==> config.mk <==
export PLATFORM = sky130hd
export DESIGN_NAME = command_line_tokenizer_unit
export DESIGN_NICKNAME = d
export VERILOG_FILES = /design/src/sv/cltok_pkg.sv /design/src/sv/cltok_scan.sv /design/src/sv/cltok_outq.sv /design/src/sv/command_line_tokenizer_unit.sv
export VERILOG_INCLUDE_DIRS = /design/src /design/src/sv
export SDC_FILE = /design/constraint.sdc
export NUM_CORES = 1
export LEC_CHECK = 0
export BUFFER_PORTS_ARGS = -buffer_cell sky130_fd_sc_hd__buf_2
export CAP_MARGIN = 20
export CORE_MARGIN = 2
export CORE_UTILIZATION = 64
export CTS_BUF_LIST = sky130_fd_sc_hd__clkbuf_8
export DETAILED_ROUTE_END_ITERATION = 10
export PLACE_DENSITY_LB_ADDON = 0.25
export SLEW_MARGIN = 20
export SYNTH_ARGS = -nofsm -noshare
export SYNTH_HDL_FRONTEND = slang
export SYNTH_SLANG_ARGS = --single-unit
==> constraint.sdc <==
create_clock -name clk -period 5.9 [get_ports clk]
set_clock_uncertainty 0.1 [all_clocks]
set_input_delay 0.295 -clock clk [delete_from_list [all_inputs] [get_ports clk]]
set_output_delay 0.295 -clock clk [all_outputs]
set_load 0.01 [all_outputs]
==> src/sv/command_line_tokenizer_unit_defines.svh <==
// ----------------------------------------------------------------------------
// Assertion macros for the command line tokeniser
// Concurrent checks clocked on clk; one variant is gated by reset.
// ----------------------------------------------------------------------------
`ifndef COMMAND_LINE_TOKENIZER_UNIT_DEFINES_SVH
`define COMMAND_LINE_TOKENIZER_UNIT_DEFINES_SVH

`ifndef SYNTHESIS
`define CLTOK_ASSERT(label, prop, msg) \
  label: assert property (@(posedge clk) disable iff (rst) prop) else $error(msg);
`define CLTOK_ASSERT_ALWAYS(label, prop, msg) \
  label: assert property (@(posedge clk) prop) else $error(msg);
`else
`define CLTOK_ASSERT(label, prop, msg)
`define CLTOK_ASSERT_ALWAYS(label, prop, msg)
`endif

`endif

==> src/sv/cltok_pkg.sv <==
// ----------------------------------------------------------------------------
// cltok_pkg
// Shared types and character constants for the command line tokeniser.
// ----------------------------------------------------------------------------
`default_nettype none

package cltok_pkg;

  typedef struct packed {
    logic       has_char;
    logic [7:0] out_char;
    logic       part_end;
    logic       msg_end;
  } cltok_item_t;

  typedef struct packed {
    cltok_item_t first;
    cltok_item_t second;
    logic [1:0]  count;
  } cltok_push_t;

  localparam logic [7:0] SEP_MAX   = 8'd32;
  localparam logic [7:0] CH_DQUOTE = 8'h22;
  localparam logic [7:0] CH_SQUOTE = 8'h27;
  localparam logic [7:0] CH_BSLASH = 8'h5C;
  localparam logic [7:0] CH_COLON  = 8'h3A;
  localparam logic [7:0] CH_COMMA  = 8'h2C;
  localparam logic [7:0] CH_N      = 8'h6E;
  localparam logic [7:0] CH_T      = 8'h74;
  localparam logic [7:0] CH_R      = 8'h72;
  localparam logic [7:0] CH_ZERO   = 8'h30;
  localparam logic [7:0] CH_LF     = 8'h0A;
  localparam logic [7:0] CH_TAB    = 8'h09;
  localparam logic [7:0] CH_CR     = 8'h0D;
  localparam logic [7:0] CH_NUL    = 8'h00;

  // token heads, first character in the low byte
  localparam logic [39:0] HEAD_VEC  = 40'h00_3A63_6576;
  localparam logic [39:0] HEAD_ROT  = 40'h00_3A74_6F72;
  localparam logic [39:0] HEAD_FN   = 40'h00_003A_6E66;
  localparam logic [39:0] HEAD_NAME = 40'h3A_656D_616E;
  localparam logic [39:0] HEAD_VAR  = 40'h00_3A72_6176;

  localparam logic [2:0] LEN_FN   = 3'd3;
  localparam logic [2:0] LEN_WORD = 3'd4;
  localparam logic [2:0] LEN_NAME = 3'd5;
  localparam logic [2:0] LEN_HEAD = 3'd5;
  localparam logic [2:0] LEN_SAT  = 3'd7;

  localparam logic [1:0] LIST_JOINS = 2'd3;
  localparam logic [1:0] ONE_JOINS  = 2'd1;

endpackage

`default_nettype wire

==> src/sv/cltok_scan.sv <==
// ----------------------------------------------------------------------------
// cltok_scan
// Input register and single-pass scanner: decodes one byte per cycle when
// the queue has room into at most two result requests; updates token state.
// ----------------------------------------------------------------------------
`default_nettype none
`include "command_line_tokenizer_unit_defines.svh"

module cltok_scan (
  input  wire logic                  clk,
  input  wire logic                  rst,
  input  wire logic                  in_valid,
  output logic                       in_ready,
  input  wire logic [7:0]            in_byte,
  input  wire logic                  msg_last,
  input  wire logic                  room,
  output cltok_pkg::cltok_push_t     push
);
  import cltok_pkg::*;

  typedef enum logic [1:0] {
    MODE_BETWEEN = 2'd0,
    MODE_BARE    = 2'd1,
    MODE_QUOTED  = 2'd2,
    MODE_ESCAPE  = 2'd3
  } mode_t;

  typedef enum logic [1:0] {
    JOIN_NONE = 2'd0,
    JOIN_LIST = 2'd1,
    JOIN_ONE  = 2'd2
  } join_t;

  logic        hold_valid;
  logic [7:0]  hold_byte;
  logic        hold_last;

  mode_t       scan_mode, scan_mode_next;
  logic        quote_is_double, quote_is_double_next;
  logic [39:0] token_head, token_head_next;
  logic [2:0]  token_length, token_length_next;
  join_t       join_kind, join_kind_next;
  logic [1:0]  joins_left, joins_left_next;
  logic [7:0]  last_emitted, last_emitted_next;
  logic        part_open, part_open_next;

  logic        fire;
  logic        comma, chr_ok, end_tok, close;
  logic [7:0]  chr, quote_char;
  logic [39:0] head_base;
  logic [2:0]  len_base;
  logic [1:0]  jl_dec, cnt;
  cltok_item_t itm [2];

  assign fire     = hold_valid && room;
  assign in_ready = !hold_valid || room;

  always_comb begin
    scan_mode_next       = scan_mode;
    quote_is_double_next = quote_is_double;
    join_kind_next       = join_kind;
    joins_left_next      = joins_left;
    last_emitted_next    = last_emitted;
    part_open_next       = part_open;
    comma      = 1'b0;
    chr_ok     = 1'b0;
    end_tok    = 1'b0;
    close      = 1'b0;
    chr        = hold_byte;
    quote_char = quote_is_double ? CH_DQUOTE : CH_SQUOTE;
    head_base  = token_head;
    len_base   = token_length;
    jl_dec     = joins_left;

    unique case (scan_mode)
      MODE_BETWEEN: begin
        if (hold_byte > SEP_MAX) begin
          comma = (join_kind == JOIN_LIST) && (last_emitted != CH_COLON);
          if (join_kind == JOIN_NONE) begin
            part_open_next = 1'b1;
            head_base      = '0;
            len_base       = '0;
          end
          if (hold_byte == CH_DQUOTE || hold_byte == CH_SQUOTE) begin
            scan_mode_next       = MODE_QUOTED;
            quote_is_double_next = (hold_byte == CH_DQUOTE);
          end else begin
            scan_mode_next = MODE_BARE;
            chr_ok         = 1'b1;
          end
        end
      end
      MODE_BARE: begin
        if (hold_byte <= SEP_MAX) end_tok = 1'b1;
        else chr_ok = 1'b1;
      end
      MODE_QUOTED: begin
        if (hold_byte == quote_char) begin
          end_tok = 1'b1;
        end else if (hold_byte == CH_BSLASH && !hold_last) begin
          scan_mode_next = MODE_ESCAPE;
        end else begin
          chr_ok = 1'b1;
        end
      end
      MODE_ESCAPE: begin
        case (hold_byte)
          CH_N:    chr = CH_LF;
          CH_T:    chr = CH_TAB;
          CH_R:    chr = CH_CR;
          CH_ZERO: chr = CH_NUL;
          default: chr = hold_byte;
        endcase
        chr_ok         = 1'b1;
        scan_mode_next = MODE_QUOTED;
      end
      default: scan_mode_next = MODE_BETWEEN;
    endcase

    token_head_next   = head_base;
    token_length_next = len_base;

    if (comma) last_emitted_next = CH_COMMA;
    if (chr_ok) begin
      last_emitted_next = chr;
      if (join_kind == JOIN_NONE) begin
        if (len_base < LEN_HEAD)
          token_head_next = head_base | ({32'd0, chr} << {len_base, 3'b000});
        if (len_base != LEN_SAT)
          token_length_next = len_base + 3'd1;
      end
    end

    if (end_tok) begin
      scan_mode_next = MODE_BETWEEN;
      if (join_kind == JOIN_NONE) begin
        if (token_length == LEN_WORD &&
            (token_head == HEAD_VEC || token_head == HEAD_ROT)) begin
          join_kind_next  = JOIN_LIST;
          joins_left_next = LIST_JOINS;
        end else if ((token_length == LEN_FN && token_head == HEAD_FN) ||
                     (token_length == LEN_NAME && token_head == HEAD_NAME) ||
                     (token_length == LEN_WORD && token_head == HEAD_VAR)) begin
          join_kind_next  = JOIN_ONE;
          joins_left_next = ONE_JOINS;
        end else begin
          close = 1'b1;
        end
      end else begin
        if (joins_left != 2'd0) jl_dec = joins_left - 2'd1;
        joins_left_next = jl_dec;
        if (jl_dec == 2'd0) close = 1'b1;
      end
    end

    if (close) begin
      part_open_next  = 1'b0;
      join_kind_next  = JOIN_NONE;
      joins_left_next = 2'd0;
    end

    itm[0] = '0;
    itm[1] = '0;
    cnt    = 2'd0;
    if (comma) begin
      itm[0].has_char = 1'b1;
      itm[0].out_char = CH_COMMA;
      cnt = 2'd1;
    end
    if (chr_ok) begin
      itm[cnt[0]].has_char = 1'b1;
      itm[cnt[0]].out_char = chr;
      cnt = cnt + 2'd1;
    end
    if (close) begin
      itm[cnt[0]].part_end = 1'b1;
      cnt = cnt + 2'd1;
    end
    if (hold_last) begin
      if (part_open_next) begin
        if (cnt != 2'd0) begin
          itm[cnt[1]].part_end = 1'b1;
        end else begin
          itm[0].part_end = 1'b1;
          cnt = 2'd1;
        end
      end
      if (cnt == 2'd0) cnt = 2'd1;
      itm[cnt[1]].msg_end = 1'b1;
    end

    push.first  = itm[0];
    push.second = itm[1];
    push.count  = fire ? cnt : 2'd0;
  end

  always_ff @(posedge clk) begin
    if (rst) begin
      hold_valid <= 1'b0;
    end else if (in_valid && in_ready) begin
      hold_valid <= 1'b1;
    end else if (fire) begin
      hold_valid <= 1'b0;
    end
    if (in_valid && in_ready) begin
      hold_byte <= in_byte;
      hold_last <= msg_last;
    end
  end

  always_ff @(posedge clk) begin
    if (rst || (fire && hold_last)) begin
      scan_mode       <= MODE_BETWEEN;
      quote_is_double <= 1'b0;
      token_head      <= '0;
      token_length    <= '0;
      join_kind       <= JOIN_NONE;
      joins_left      <= '0;
      last_emitted    <= '0;
      part_open       <= 1'b0;
    end else if (fire) begin
      scan_mode       <= scan_mode_next;
      quote_is_double <= quote_is_double_next;
      token_head      <= token_head_next;
      token_length    <= token_length_next;
      join_kind       <= join_kind_next;
      joins_left      <= joins_left_next;
      last_emitted    <= last_emitted_next;
      part_open       <= part_open_next;
    end
  end

  `CLTOK_ASSERT(a_last_resets, (fire && hold_last) |=> (scan_mode == MODE_BETWEEN && !part_open && join_kind == JOIN_NONE), "state not cleared after message end")
  `CLTOK_ASSERT(a_last_pushes, (fire && hold_last) |-> (push.count != 2'd0), "message end produced no request")
  `CLTOK_ASSERT(a_pair_is_comma, (push.count == 2'd2) |-> (push.first.has_char && push.second.has_char && push.first.out_char == CH_COMMA), "double request is not separator plus character")

endmodule

`default_nettype wire

==> src/sv/cltok_outq.sv <==
// ----------------------------------------------------------------------------
// cltok_outq
// Four-entry result queue: takes up to two requests per cycle, hands out one.
// ----------------------------------------------------------------------------
`default_nettype none
`include "command_line_tokenizer_unit_defines.svh"

module cltok_outq (
  input  wire logic                   clk,
  input  wire logic                   rst,
  input  wire cltok_pkg::cltok_push_t push,
  output logic                        room,
  output logic                        out_valid,
  input  wire logic                   out_ready,
  output cltok_pkg::cltok_item_t      head
);
  import cltok_pkg::*;

  localparam int unsigned DEPTH = 4;
  localparam int unsigned PW    = $clog2(DEPTH);

  cltok_item_t       entries [DEPTH];
  logic [PW-1:0]     wr_ptr, rd_ptr;
  logic [PW:0]       count, count_next;
  logic              pop;

  assign out_valid = (count != '0);
  assign pop       = out_valid && out_ready;
  assign room      = (count <= (PW+1)'(DEPTH - 2));
  assign head      = entries[rd_ptr];

  always_comb begin
    count_next = count + {{(PW-1){1'b0}}, push.count} - {{PW{1'b0}}, pop};
  end

  always_ff @(posedge clk) begin
    if (rst) begin
      wr_ptr <= '0;
      rd_ptr <= '0;
      count  <= '0;
    end else begin
      wr_ptr <= wr_ptr + push.count[PW-1:0];
      if (pop) rd_ptr <= rd_ptr + 1'b1;
      count <= count_next;
    end
    if (push.count != 2'd0) entries[wr_ptr] <= push.first;
    if (push.count == 2'd2) entries[wr_ptr + 1'b1] <= push.second;
  end

  `CLTOK_ASSERT(a_no_overfill, (push.count != 2'd0) |-> (count <= (PW+1)'(DEPTH - 2)), "request pushed into a full queue")
  `CLTOK_ASSERT(a_head_held, (out_valid && !out_ready) |=> (out_valid && $stable(head)), "queue head changed while stalled")
  `CLTOK_ASSERT(a_count_range, count <= (PW+1)'(DEPTH), "queue count beyond depth")

endmodule

`default_nettype wire

==> src/sv/command_line_tokenizer_unit.sv <==
// ----------------------------------------------------------------------------
// command_line_tokenizer_unit
// Shell-style tokeniser: bytes of a command message in, part characters out.
// ----------------------------------------------------------------------------
// Input channel: in_valid/in_ready with in_byte and msg_last (final byte).
// Output channel: out_valid/out_ready with has_char, out_char, part_end and
// msg_end; each byte yields zero, one or two results, and every message
// ends in exactly one result with msg_end set.
// A taken byte waits in the input register, is decoded there once the queue
// has room, and its results are written into the queue and offered from it.
// Throughput: one byte per cycle; the scanner decodes a byte whenever the
// four-entry result queue has two free slots; the queue drains one result
// per cycle while out_ready is high, so only bytes that raise two results
// (a separator comma plus a character) can hold the input back.
// Reset (rst, synchronous) empties the input register and the queue and
// returns the scanner to its between-tokens state. A stalled receiver holds
// the head result steady; the queue fills until under two slots are free,
// then the input register fills, then in_ready drops.
// ----------------------------------------------------------------------------
`default_nettype none

module command_line_tokenizer_unit (
  input  wire logic       clk,
  input  wire logic       rst,
  input  wire logic       in_valid,
  output logic            in_ready,
  input  wire logic [7:0] in_byte,
  input  wire logic       msg_last,
  output logic            out_valid,
  input  wire logic       out_ready,
  output logic            has_char,
  output logic [7:0]      out_char,
  output logic            part_end,
  output logic            msg_end
);
  import cltok_pkg::*;

  cltok_push_t push;
  cltok_item_t head;
  logic        room;

  cltok_scan u_scan (
    .clk      (clk),
    .rst      (rst),
    .in_valid (in_valid),
    .in_ready (in_ready),
    .in_byte  (in_byte),
    .msg_last (msg_last),
    .room     (room),
    .push     (push)
  );

  cltok_outq u_outq (
    .clk       (clk),
    .rst       (rst),
    .push      (push),
    .room      (room),
    .out_valid (out_valid),
    .out_ready (out_ready),
    .head      (head)
  );

  assign has_char = head.has_char;
  assign out_char = head.out_char;
  assign part_end = head.part_end;
  assign msg_end  = head.msg_end;

endmodule

`default_nettype wire

==> out/results.tsv, run 1 <==
metric	value	unit
number of synthesized flops with an enable pin	53	
Pwr Density	337	nW/um^2
dominant cells by area after synthesis	edfxtp_1 26%, dfxtp_1 22%, mux4_2 4.0%	
DRT Pass-1 Iters	8	
Critical Path Source	u_scan.hold_byte[7]	
Top FF cell, synth	dfxtp_1	
Clk pin slew, worst setup/hold paths	0.08	ns
DRC	0	
die width	102	um
number of routed nets with antenna violations	0	
status	finished clean	
hpwl dp	9950	um
Top Ports	26	
WL final	14300	um
Tightest Pin Transition	1.11	ns
setup TNS	0	ns
Critical Path RT	6.12	ns
largest area contributor in the netlist	edfxtp_1	
share of layout cells above drive strength 1	16.2	%
Yosys Warn Count	0	
die footprint	10400	sq um
Place WS	0.669	ns
CTS tree	built	
first-pass GRT wire length	23400	um
CTS Buf Count	17	
number of global-route vias before repair	4652	
synthesized area	6150	sq um
FF+latch count, synth	122	
sequential area share after synthesis	48.3	%
Vias	4909	
Tmin final	5.28	ns
# rows	35	
Iter 0 DRT Violations	552	
WS Path Type	reg -> reg	
setup ws final	0.618	ns
Synth cell types	75	
drt wl/cell	19.3	um
Worst Path Arrival	5.50	ns
Overall Global Routing Usage	29.5	%
worst rel slew slack	26.2	%
ys async rst share	0	%
setup bufs post-CTS	0	
largest net degree at the start of global routing	39	
Initial Utilization	66.3	%
I/O Buffers	25	
CP max FO	19	
Worst-Skew Late Latency	0.43	ns
reg2reg start	u_scan.hold_byte[7]	
min-delay src	in_valid	
FMAX	189	MHz
RSZ-0062 raised after global routing	no	
peak supply drop	0.175	mV
nature of the critical path endpoint	register	
Hold Path Class	in -> reg	
Die Y	102	um
Setup crit start kind	register	
Max clock buf depth	2	
root buf cell	clkbuf_8	
# setup viols final	0	
Via density	6.64	
Max-Cap Viols	0	
CTS Sinks	122	
Layout area overhead	10.4	%
Core ar.	9280	sq um
Synth Instances	573	
post-synth top area share	25.9	%
final-stage net count	627	
syn_area_per_cell	10.7	sq um
Lkg Pwr	2.30	nW
Slew Limit Fails	0	
Tot Pwr	0.00229	W
H-Tree Level Count	4	
syn_nets	603	
Fin. Hold Viols	0	
Antenna Cells	0	
initial antenna violation count	0	
total gr overflow	0	
Final Core Density	73.2	%
final period utilization	89.5	%
routability cong.	0.940	
per-layer routing:
metal / share of wire (%) / GRT usage, % / up-vias
met2: 49 / 49.2 / 263
met3: 7.3 / 6.43 / 46
li1: - / - / 2242
met4: 2.7 / 11.9 / 0
met5: 0 / 0 / -
met1: 41 / 37.6 / 2358
cell usage in the layout, fill, tap and decap left out, types with 6 or more instances in the layout:
cell	n
a32oi_1	8
a22o_1	18
dlygate4sd3_1	9
edfxtp_1	53
a32o_1	6
mux4_2	11
a21oi_1	33
nor4_1	13
o21ai_0	7
dfxtp_1	69
nor4_2	6
nor4bb_1	9
ha_1	15
nor3_1	24
nand4_1	8
mux2i_1	9
inv_1	20
o21ai_1	9
clkbuf_8	17
nand2b_1	7
a22oi_1	9
buf_2	25
nor2_1	45
nand2_1	41
nor2b_1	7
nand3_1	14
and2_1	10
sequential cells by signal (all words and copies together), names as in the netlist, 2 cells and up, named ones only:
signal / cells
u_scan.join_kind: 2
u_outq.rd_ptr: 2
u_scan.last_emitted: 8
u_outq.wr_ptr: 2
u_scan.scan_mode: 2
u_scan.token_head: 40
u_scan.joins_left: 2
u_outq.entries: 44
u_outq.count: 3
u_scan.hold_byte: 8
u_scan.token_length: 3
worst max-delay path, stage by stage (launching register included):
cell and delay [ns]:
edfxtp_1 0.56, nor2_1 0.42, a31oi_4 0.20, a221oi_1 0.37, o21ai_2 0.26, inv_2 0.36, ha_1 0.25, and3_1 0.15
a31o_1 0.81, o21ai_1 0.15, a21o_1 0.22, ha_1 0.26, inv_1 0.04, ha_1 0.19, fa_1 0.44, xor2_1 0.20
xnor2_1 0.13, nor2_1 0.05
layout make-up:
type | instances | area, sq um
Timing Repair Buffer | 38 | 245
Fill cell | 663 | 2490
Clock buffer | 17 | 234
Inverter | 20 | 75.1
Clock inverter | 15 | 150
Tap cell | 129 | 161
Sequential cell | 122 | 2970
Multi-Input combinational cell | 398 | 2960
synth_stat cells, types with 3 or more instances:
cell       n
dfxtp_1   69
edfxtp_1  53
nor2_1    46
nand2_1   41
a21oi_1   33
nor3_1    25
inv_1     19
a22o_1    18
clkbuf_1  17
ha_1      15
nand3_1   14
nor4_1    13
mux4_2    11
and2_1    10
a22oi_1    9
mux2i_1    9
nor4bb_1   9
o21ai_1    9
a32oi_1    8
buf_2      8
nand4_1    8
nand2b_1   7
nor2b_1    7
o21ai_0    7
a32o_1     6
nor4_2     6
buf_1      5
nor3_4     4
nor4b_1    4
o31a_1     4
xnor2_1    4
a21o_1     3
and3_1     3
buf_6      3
nand3b_1   3
nor3_2     3
o211ai_1   3
o21a_1     3
or4_1      3
xor2_1     3
path summary, 6_finish.rpt:
check	to	slack [ns]	cells after the start
setup reg to reg	u_outq.count[2]	0.62	17
hold reg to reg	u_scan.last_emitted[1]	0.36	2
hold / removal	u_scan.hold_valid	0.01	3
setup / recovery	u_outq.count[2]	0.62	17
power breakdown:
part           total, W  internal [W]  leakage [nW]  switching, W
combinational  0.000528      0.000220          1.05      0.000309
clock          0.000726      0.000375         0.197      0.000351
sequential      0.00104      0.000967          1.05     0.0000686
total           0.00229       0.00156          2.30      0.000729
cells by family after synthesis:
kind of cell,count (synthesis),synth area share (%)
and+or+nand+nor,223,21.6
AOI/OAI and AO/OA,131,16.2
DFF,122,48.3
buffers and inverters,53,3.76
muxes,20,5.49
adders and majority gates,17,3.70
xor gates and xnor gates,7,0.996
per-stage QoR:
step                      area (sq um)  std cells  hold WS (ns)
after floorplan                   6150        573         0.294
after global placement            6310        698         0.341
after detailed placement          6310        698         0.356
after CTS                         6790        739       0.00633
after global routing              6800        739        0.0186
final                             6800        739        0.0108
timing repair:
| item | 4_1_cts | 5_1_grt |
|---|---|---|
| gates resized for setup | 0 | 0 |
| hold endpoints to repair | 9 | 0 |
| hold buffers | 9 | 0 |
No activity file was read; power rests on OpenSTA's default activity.
==> inputs of run 2 (changes only) <==
--- a/config.mk
+++ b/config.mk
@@ -13,6 +13,7 @@
 export CTS_BUF_LIST = sky130_fd_sc_hd__clkbuf_8
 export DETAILED_ROUTE_END_ITERATION = 10
 export PLACE_DENSITY_LB_ADDON = 0.25
+export RECOVER_POWER = 50
 export SLEW_MARGIN = 20
 export SYNTH_ARGS = -nofsm -noshare
 export SYNTH_HDL_FRONTEND = slang
==> run 2 against run 1 <==
Effect of this change:
- the run now ends with capacitance limit, slew limit left
- hold slack got worse by 0.0020 ns
- core utilization fell by 0.58 points
- clock power barely moved
- maximum frequency rose by 0.89%
- cell count did not move
- flip-flop and latch count did not move
- critical path depth did not move
- cell area fell by 0.79%
- power fell by 0.40%
- global-route usage did not move
- wire length rose by 0.79%
- largest power group unchanged
==> out/results.tsv, run 2 (synthesis results as in run 1) <==
metric	value	unit	change
I/O Buffers	25		unchanged
drt wl/cell	19.4	um	+0.79%
share of layout cells above drive strength 1	13.3	%	-3.0 points
nature of the critical path endpoint	register		
Via density	6.62		-0.35%
max reg flops	44		unchanged
largest net degree at the start of global routing	39		unchanged
Setup crit start kind	register		
# resized after CTS	0		unchanged
commonest non-fill, non-tap cell in the layout	dfxtp_1		
CP max FO	19		unchanged
status	finished, violations left		
total gr overflow	0		unchanged
WL final	14400	um	+0.79%
Max-Cap Viols	2		+2
Fin. Hold Viols	0		unchanged
Iter 0 DRT Violations	537		-2.7%
post-route insts no fill	739		unchanged
biggest regs	u_outq.entries: 44 flops, u_scan.token_head: 40 flops		
first-pass GRT wire length	23400	um	unchanged
RSZ-0062 raised after global routing	no		
peak supply drop	0.175	mV	about the same
Overall Global Routing Usage	29.5	%	unchanged
Initial Utilization	66.3	%	unchanged
Lkg Pwr	2.26	nW	-1.7%
most frequent cells in the layout	69 x dfxtp_1, 53 x edfxtp_1, 45 x nor2_1, 41 x nand2_1, 33 x a21oi_1		
Cells after DPL	698		unchanged
die width	102	um	unchanged
setup bufs post-CTS	0		unchanged
Core ar.	9280	sq um	unchanged
Antenna Cells	0		unchanged
final period utilization	88.7	%	-0.79 points
flop-to-flop setup slack	0.66	ns	+0.05 ns
Pwr Density	338	nW/um^2	+0.40%
Die Y	102	um	unchanged
# rows	35		unchanged
worst rel slew slack	-83.1	%	-110 points
routability cong.	0.940		unchanged
die footprint	10400	sq um	unchanged
DRC	0		unchanged
Top Ports	26		unchanged
Tightest Pin Transition	2.72	ns	+1.62 ns
# setup viols final	0		unchanged
root buf cell	clkbuf_8		
Critical Path RT	6.12	ns	about the same
cts-stage hold buffer count	9		unchanged
WS Path Type	reg -> reg		
number of routed nets with antenna violations	0		unchanged
Max clock buf depth	2		unchanged
setup TNS	0	ns	unchanged
H-Tree Level Count	4		unchanged
Vias	4892		-0.35%
Hold Path Class	in -> reg		
Clk pin slew, worst setup/hold paths	0.09	ns	about the same
DRT Pass-1 Iters	5		-3
hpwl dp	9950	um	unchanged
largest reg by FF count	u_outq.entries		
FMAX	191	MHz	+0.89%
Worst Path Arrival	5.45	ns	-0.05 ns
Placed Instance Area	6310	sq um	unchanged
Tmin final	5.24	ns	-0.0466 ns
CTS Sinks	122		unchanged
Design Area, Final	6740	sq um	-0.79%
initial antenna violation count	0		unchanged
violated checks	capacitance limit, slew limit		
number of global-route vias before repair	4652		unchanged
Worst-Skew Late Latency	0.43	ns	about the same
Layout area overhead	9.55	%	
Slew Limit Fails	26		+26
CTS tree	built		
CTS Buf Count	17		unchanged
final-stage net count	627		unchanged
run 2: cell count changes in the layout (fill, tap and decap cells not counted), moves of 2 or more:
cell,delta
buf_2,-13
clkbuf_1,+13
and2_0,+3
and2_1,-3
nor4_1,+2
run 2: worst paths after layout:
| kind | end | depth (start not counted) | start |
|---|---|---|---|
| max | u_outq.count[2] | 17 | u_scan.hold_byte[7] |
| min reg2reg | u_scan.last_emitted[1] | 2 | u_scan.last_emitted[1] |
| min | u_scan.hold_valid | 3 | in_valid |
| max reg2reg | u_outq.count[2] | 17 | u_scan.hold_byte[7] |
run 2: through the flow:
stage / total power, W / hold WS [ns] / setup WS (ns) / util [%]
2_1_floorplan: 0.00143 / 0.294 / 1.49 / -
3_3_place_gp: 0.00155 / 0.341 / 0.813 / 68.0
3_5_place_dp: 0.00157 / 0.356 / 0.669 / 68.0
4_1_cts: 0.00229 / 0.00633 / 0.650 / 73.1
5_1_grt: 0.00239 / 0.0189 / 0.298 / 72.6
6_report: 0.00228 / 0.00882 / 0.664 / 72.6
run 2: final cells by class:
type                            instances  area [sq um]
Timing Repair Buffer                   38           229
Clock buffer                           17           234
Multi-Input combinational cell        398          2920
Inverter                               20          75.1
Fill cell                             674          2540
Clock inverter                         15           150
Sequential cell                       122          2970
Tap cell                              129           161
run 2: worst max-delay path: stages (launching register included):
cell,delay [ns]
edfxtp_1,0.56
nor2_1,0.41
a31oi_4,0.19
a221oi_1,0.37
o21ai_2,0.26
inv_2,0.34
ha_1,0.25
and3_1,0.15
a31o_1,0.80
o21ai_1,0.15
a21o_1,0.22
ha_1,0.26
inv_1,0.04
ha_1,0.19
fa_1,0.44
xor2_1,0.20
xnor2_1,0.13
nor2_1,0.05
run 2: report_power, final:
part	internal (W)	switching [W]
clock network	0.000375	0.000353
registers	0.000967	0.0000689
logic	0.000208	0.000308
total	0.00155	0.000731
run 2: layer usage:
layer | up-vias | part of all wire (%) | GRT usage [%]
met5 | - | 0 | 0
met4 | 0 | 2.4 | 11.9
met3 | 39 | 7.2 | 6.43
met2 | 242 | 50 | 49.2
met1 | 2374 | 41 | 37.6
li1 | 2237 | - | -
==> inputs of run 3 (changes only) <==
--- a/config.mk
+++ b/config.mk
@@ -6,6 +6,7 @@
 export SDC_FILE = /design/constraint.sdc
 export NUM_CORES = 1
 export LEC_CHECK = 0
+export ABC_AREA = 1
 export BUFFER_PORTS_ARGS = -buffer_cell sky130_fd_sc_hd__buf_2
 export CAP_MARGIN = 20
 export CORE_MARGIN = 2
==> run 3 against run 2 <==
Effect of this change:
- the flow now finishes without violations
- clock-buffer cell count up 4
- area after synthesis rose by 6.7%
- maximum frequency rose by 20%
- register-to-register slack improved by 0.88 ns
- synthesized cell count is 57% higher
- cell area is 8.0% higher
- cell count up 46%
- flip-flop and latch count did not move
- global-route usage up 2.6 points
- combinational power up 2%
- setup slack better by 0.88 ns
- via count grew 25%
- critical endpoint unchanged
- highest routed layer unchanged
==> out/results.tsv, run 3 <==
metric	value	unit	change
Multi-input gate area	3080	sq um	+5.5%
Synth cell types	45		-40%
share of layout cells above drive strength 1	8.05	%	-5.2 points
Core ar.	9860	sq um	+6.3%
largest area contributor in the netlist	edfxtp_1		
syn_nets	929		+54%
setup TNS	0	ns	unchanged
post-route insts no fill	1077		+46%
Die Y	105	um	+3.2%
Max clock buf depth	2		unchanged
synthesized area	6570	sq um	+6.7%
Clk pin slew, worst setup/hold paths	0.07	ns	-0.02 ns
Worst-Skew Late Latency	0.46	ns	+0.03 ns
nature of the critical path endpoint	register		
Final Core Density	73.8	%	+1.2 points
ys async rst share	0	%	unchanged
# rows	36		+2.9%
status	finished clean		
# setup viols final	0		unchanged
Tmin final	4.35	ns	-0.885 ns
DRC	0		unchanged
Hold Path Class	in -> reg		
Critical Path RT	6.15	ns	+0.03 ns
most frequent cells in the layout	278 x nand2_1, 112 x nor2_1, 95 x inv_1, 69 x dfxtp_1, 63 x a21oi_1		
net load switching power	0.000768	W	+5.2%
final-stage net count	961		+53%
DRT Pass-1 Iters	8		+3
drt wl/cell	15.7	um	-19%
Internal	0.00158	W	+1.9%
initial antenna violation count	0		unchanged
Iter 0 DRT Violations	646		+20%
Slew Limit Fails	0		-100%
Max-Cap Viols	0		-2
H-Tree Level Count	4		unchanged
CTS tree	built		
Switching Share	32.7	%	+0.69 points
Setup crit start kind	register		
max reg flops	44		unchanged
storage element area	2970	sq um	unchanged
most numerous cell in the Yosys netlist	nand2_1		
setup bufs post-CTS	0		unchanged
WS Path Type	reg -> reg		
Overall Global Routing Usage	32.1	%	+2.6 points
RSZ-0062 raised after global routing	no		
hpwl dp	11900	um	+20%
biggest regs	u_outq.entries: 44 flops, u_scan.token_head: 40 flops		
Seq pwr share	43.5	%	-1.9 points
first-pass GRT wire length	27700	um	+19%
die width	105	um	+3.2%
Pwr Density	322	nW/um^2	-4.7%
die footprint	11100	sq um	+6.4%
clock power share	34.0	%	+2.1 points
Yosys Warn Count	0		unchanged
WL final	16900	um	+18%
number of global-route vias before repair	5822		+25%
Worst Path Arrival	4.60	ns	-0.85 ns
Post-synth top cells	278 x nand2_1, 111 x nor2_1, 94 x inv_1, 69 x dfxtp_1, 63 x a21oi_1		
largest reg by FF count	u_outq.entries		
worst rel slew slack	17.7	%	+100 points
Layout area overhead	10.9	%	
total gr overflow	0		unchanged
peak supply drop	0.339	mV	+94%
CTS Sinks	122		unchanged
combinational power share	22.4	%	-0.3 points
Tightest Pin Transition	1.23	ns	-1.49 ns
number of synthesized flops with an enable pin	53		unchanged
root buf cell	clkbuf_8		
number of routed nets with antenna violations	0		unchanged
Initial Utilization	66.6	%	+0.27 points
Fin. Hold Viols	0		unchanged
FMAX	230	MHz	+20%
Antenna Cells	0		unchanged
dominant cells by area after synthesis	edfxtp_1 24%, dfxtp_1 21%, nand2_1 16%		
syn_area_per_cell	7.30	sq um	-32%
Via density	5.70		-14%
Top Ports	26		unchanged
Lkg Pwr	3.02	nW	+34%
Top FF cell, synth	dfxtp_1		
Vias	6136		+25%
# fillers	771		+14%
post-synth top area share	24.2	%	-1.6 points
sequential area share after synthesis	45.3	%	-3.0 points
CTS Buf Count	17		unchanged
FF+latch count, synth	122		unchanged
commonest non-fill, non-tap cell in the layout	nand2_1		
final period utilization	73.7	%	-15 points
Hold Slack	0.106	ns	+0.0970 ns
I/O Buffers	25		unchanged
routability cong.	0.987		+5.0%
CP max FO	9		-10
largest net degree at the start of global routing	51		+31%
Cells after DPL	1034		+48%
Synth Instances	899		+57%
==> run 3: changes by cell type after synthesis, sizes merged, moves of 18 or more <==
cell	change
nor3	-19
a22o	-18
nor4	-20
a21oi	+31
nor2	+75
o21ai	+32
inv	+83
nand3	+37
nand2	+245
==> run 3: layout make-up <==
| class | count | share of cell area (%) |
|---|---|---|
| repair buffers | 37 | 3.11 |
| well taps | 133 | 2.29 |
| flip-flops and latches | 122 | 40.8 |
| inverters | 107 | 5.55 |
| clock inverters | 11 | 1.94 |
| multi-input cells | 646 | 42.3 |
| clock buffers | 21 | 3.97 |
==> run 3: per-stage QoR <==
| stage | total power [W] | area (sq um) | worst slack [ns] |
|---|---|---|---|
| after detailed placement | 0.00156 | 6760 | 1.59 |
| after global routing | 0.00246 | 7280 | 1.16 |
| after global placement | 0.00154 | 6760 | 1.74 |
| after floorplan | 0.00140 | 6570 | 1.99 |
| final | 0.00235 | 7280 | 1.55 |
| after CTS | 0.00235 | 7300 | 1.60 |
==> run 3: per-layer routing <==
layer	up-vias	track usage (%)	share of wire, %
li1	2979	-	-
met1	2786	42.2	41
met2	312	50.1	46
met3	59	10.2	9.9
met4	0	11.6	3.3
met5	-	0	0
==> run 3: cells by family (layout without fill, tap and decap cells) <==
family          Yosys count  count (layout)  synth area share [%]
xor+xnor                  2               2                 0.267
buf+inv                 131             176                  7.93
flops                   122             122                  45.3
compound gates          138             138                  11.5
fa+ha+maj                17              17                  3.47
simple gates            489             489                  31.5
==> run 3: critical path, cell delays in order (launching register included) <==
cell and delay, ns:
edfxtp_1 0.46, nor2_2 0.20, nand2_1 0.10, o21ai_2 0.23
inv_1 0.08, o21ai_0 0.07, nand3_1 0.11, nand2_2 0.17
clkinv_1 0.28, fa_1 0.75, inv_1 0.15, nand2_1 0.09
nand2_1 0.07, ha_1 0.32, inv_1 0.04, ha_1 0.20
fa_1 0.43, xor2_1 0.18, o21ai_0 0.15, a21oi_1 0.05
==> run 3: worst paths after layout <==
path	startpoint	cells after the start	slack, ns	to
worst max-delay path	u_scan.hold_byte[0]	19	1.55	u_outq.count[2]
worst min register to register	u_scan.token_head[13]	2	0.37	u_scan.token_head[13]
worst max register to register	u_scan.hold_byte[0]	19	1.55	u_outq.count[2]
worst min-delay path	out_ready	4	0.11	u_outq.rd_ptr[0]
==> run 3: power groups by stage <==
stage | sequential (W) | clock (W) | combinational, W
floorplan | 0.00101 | 0 | 0.000387
global placement | 0.00103 | 0 | 0.000504
detailed placement | 0.00104 | 0 | 0.000520
CTS | 0.00102 | 0.000800 | 0.000529
global route | 0.00103 | 0.000837 | 0.000590
finish | 0.00102 | 0.000800 | 0.000527
==> run 3: what timing repair did <==
action,in CTS,in global routing
endpoints found under the hold margin,13,0
gates resized for setup,0,0
hold buffers,11,0
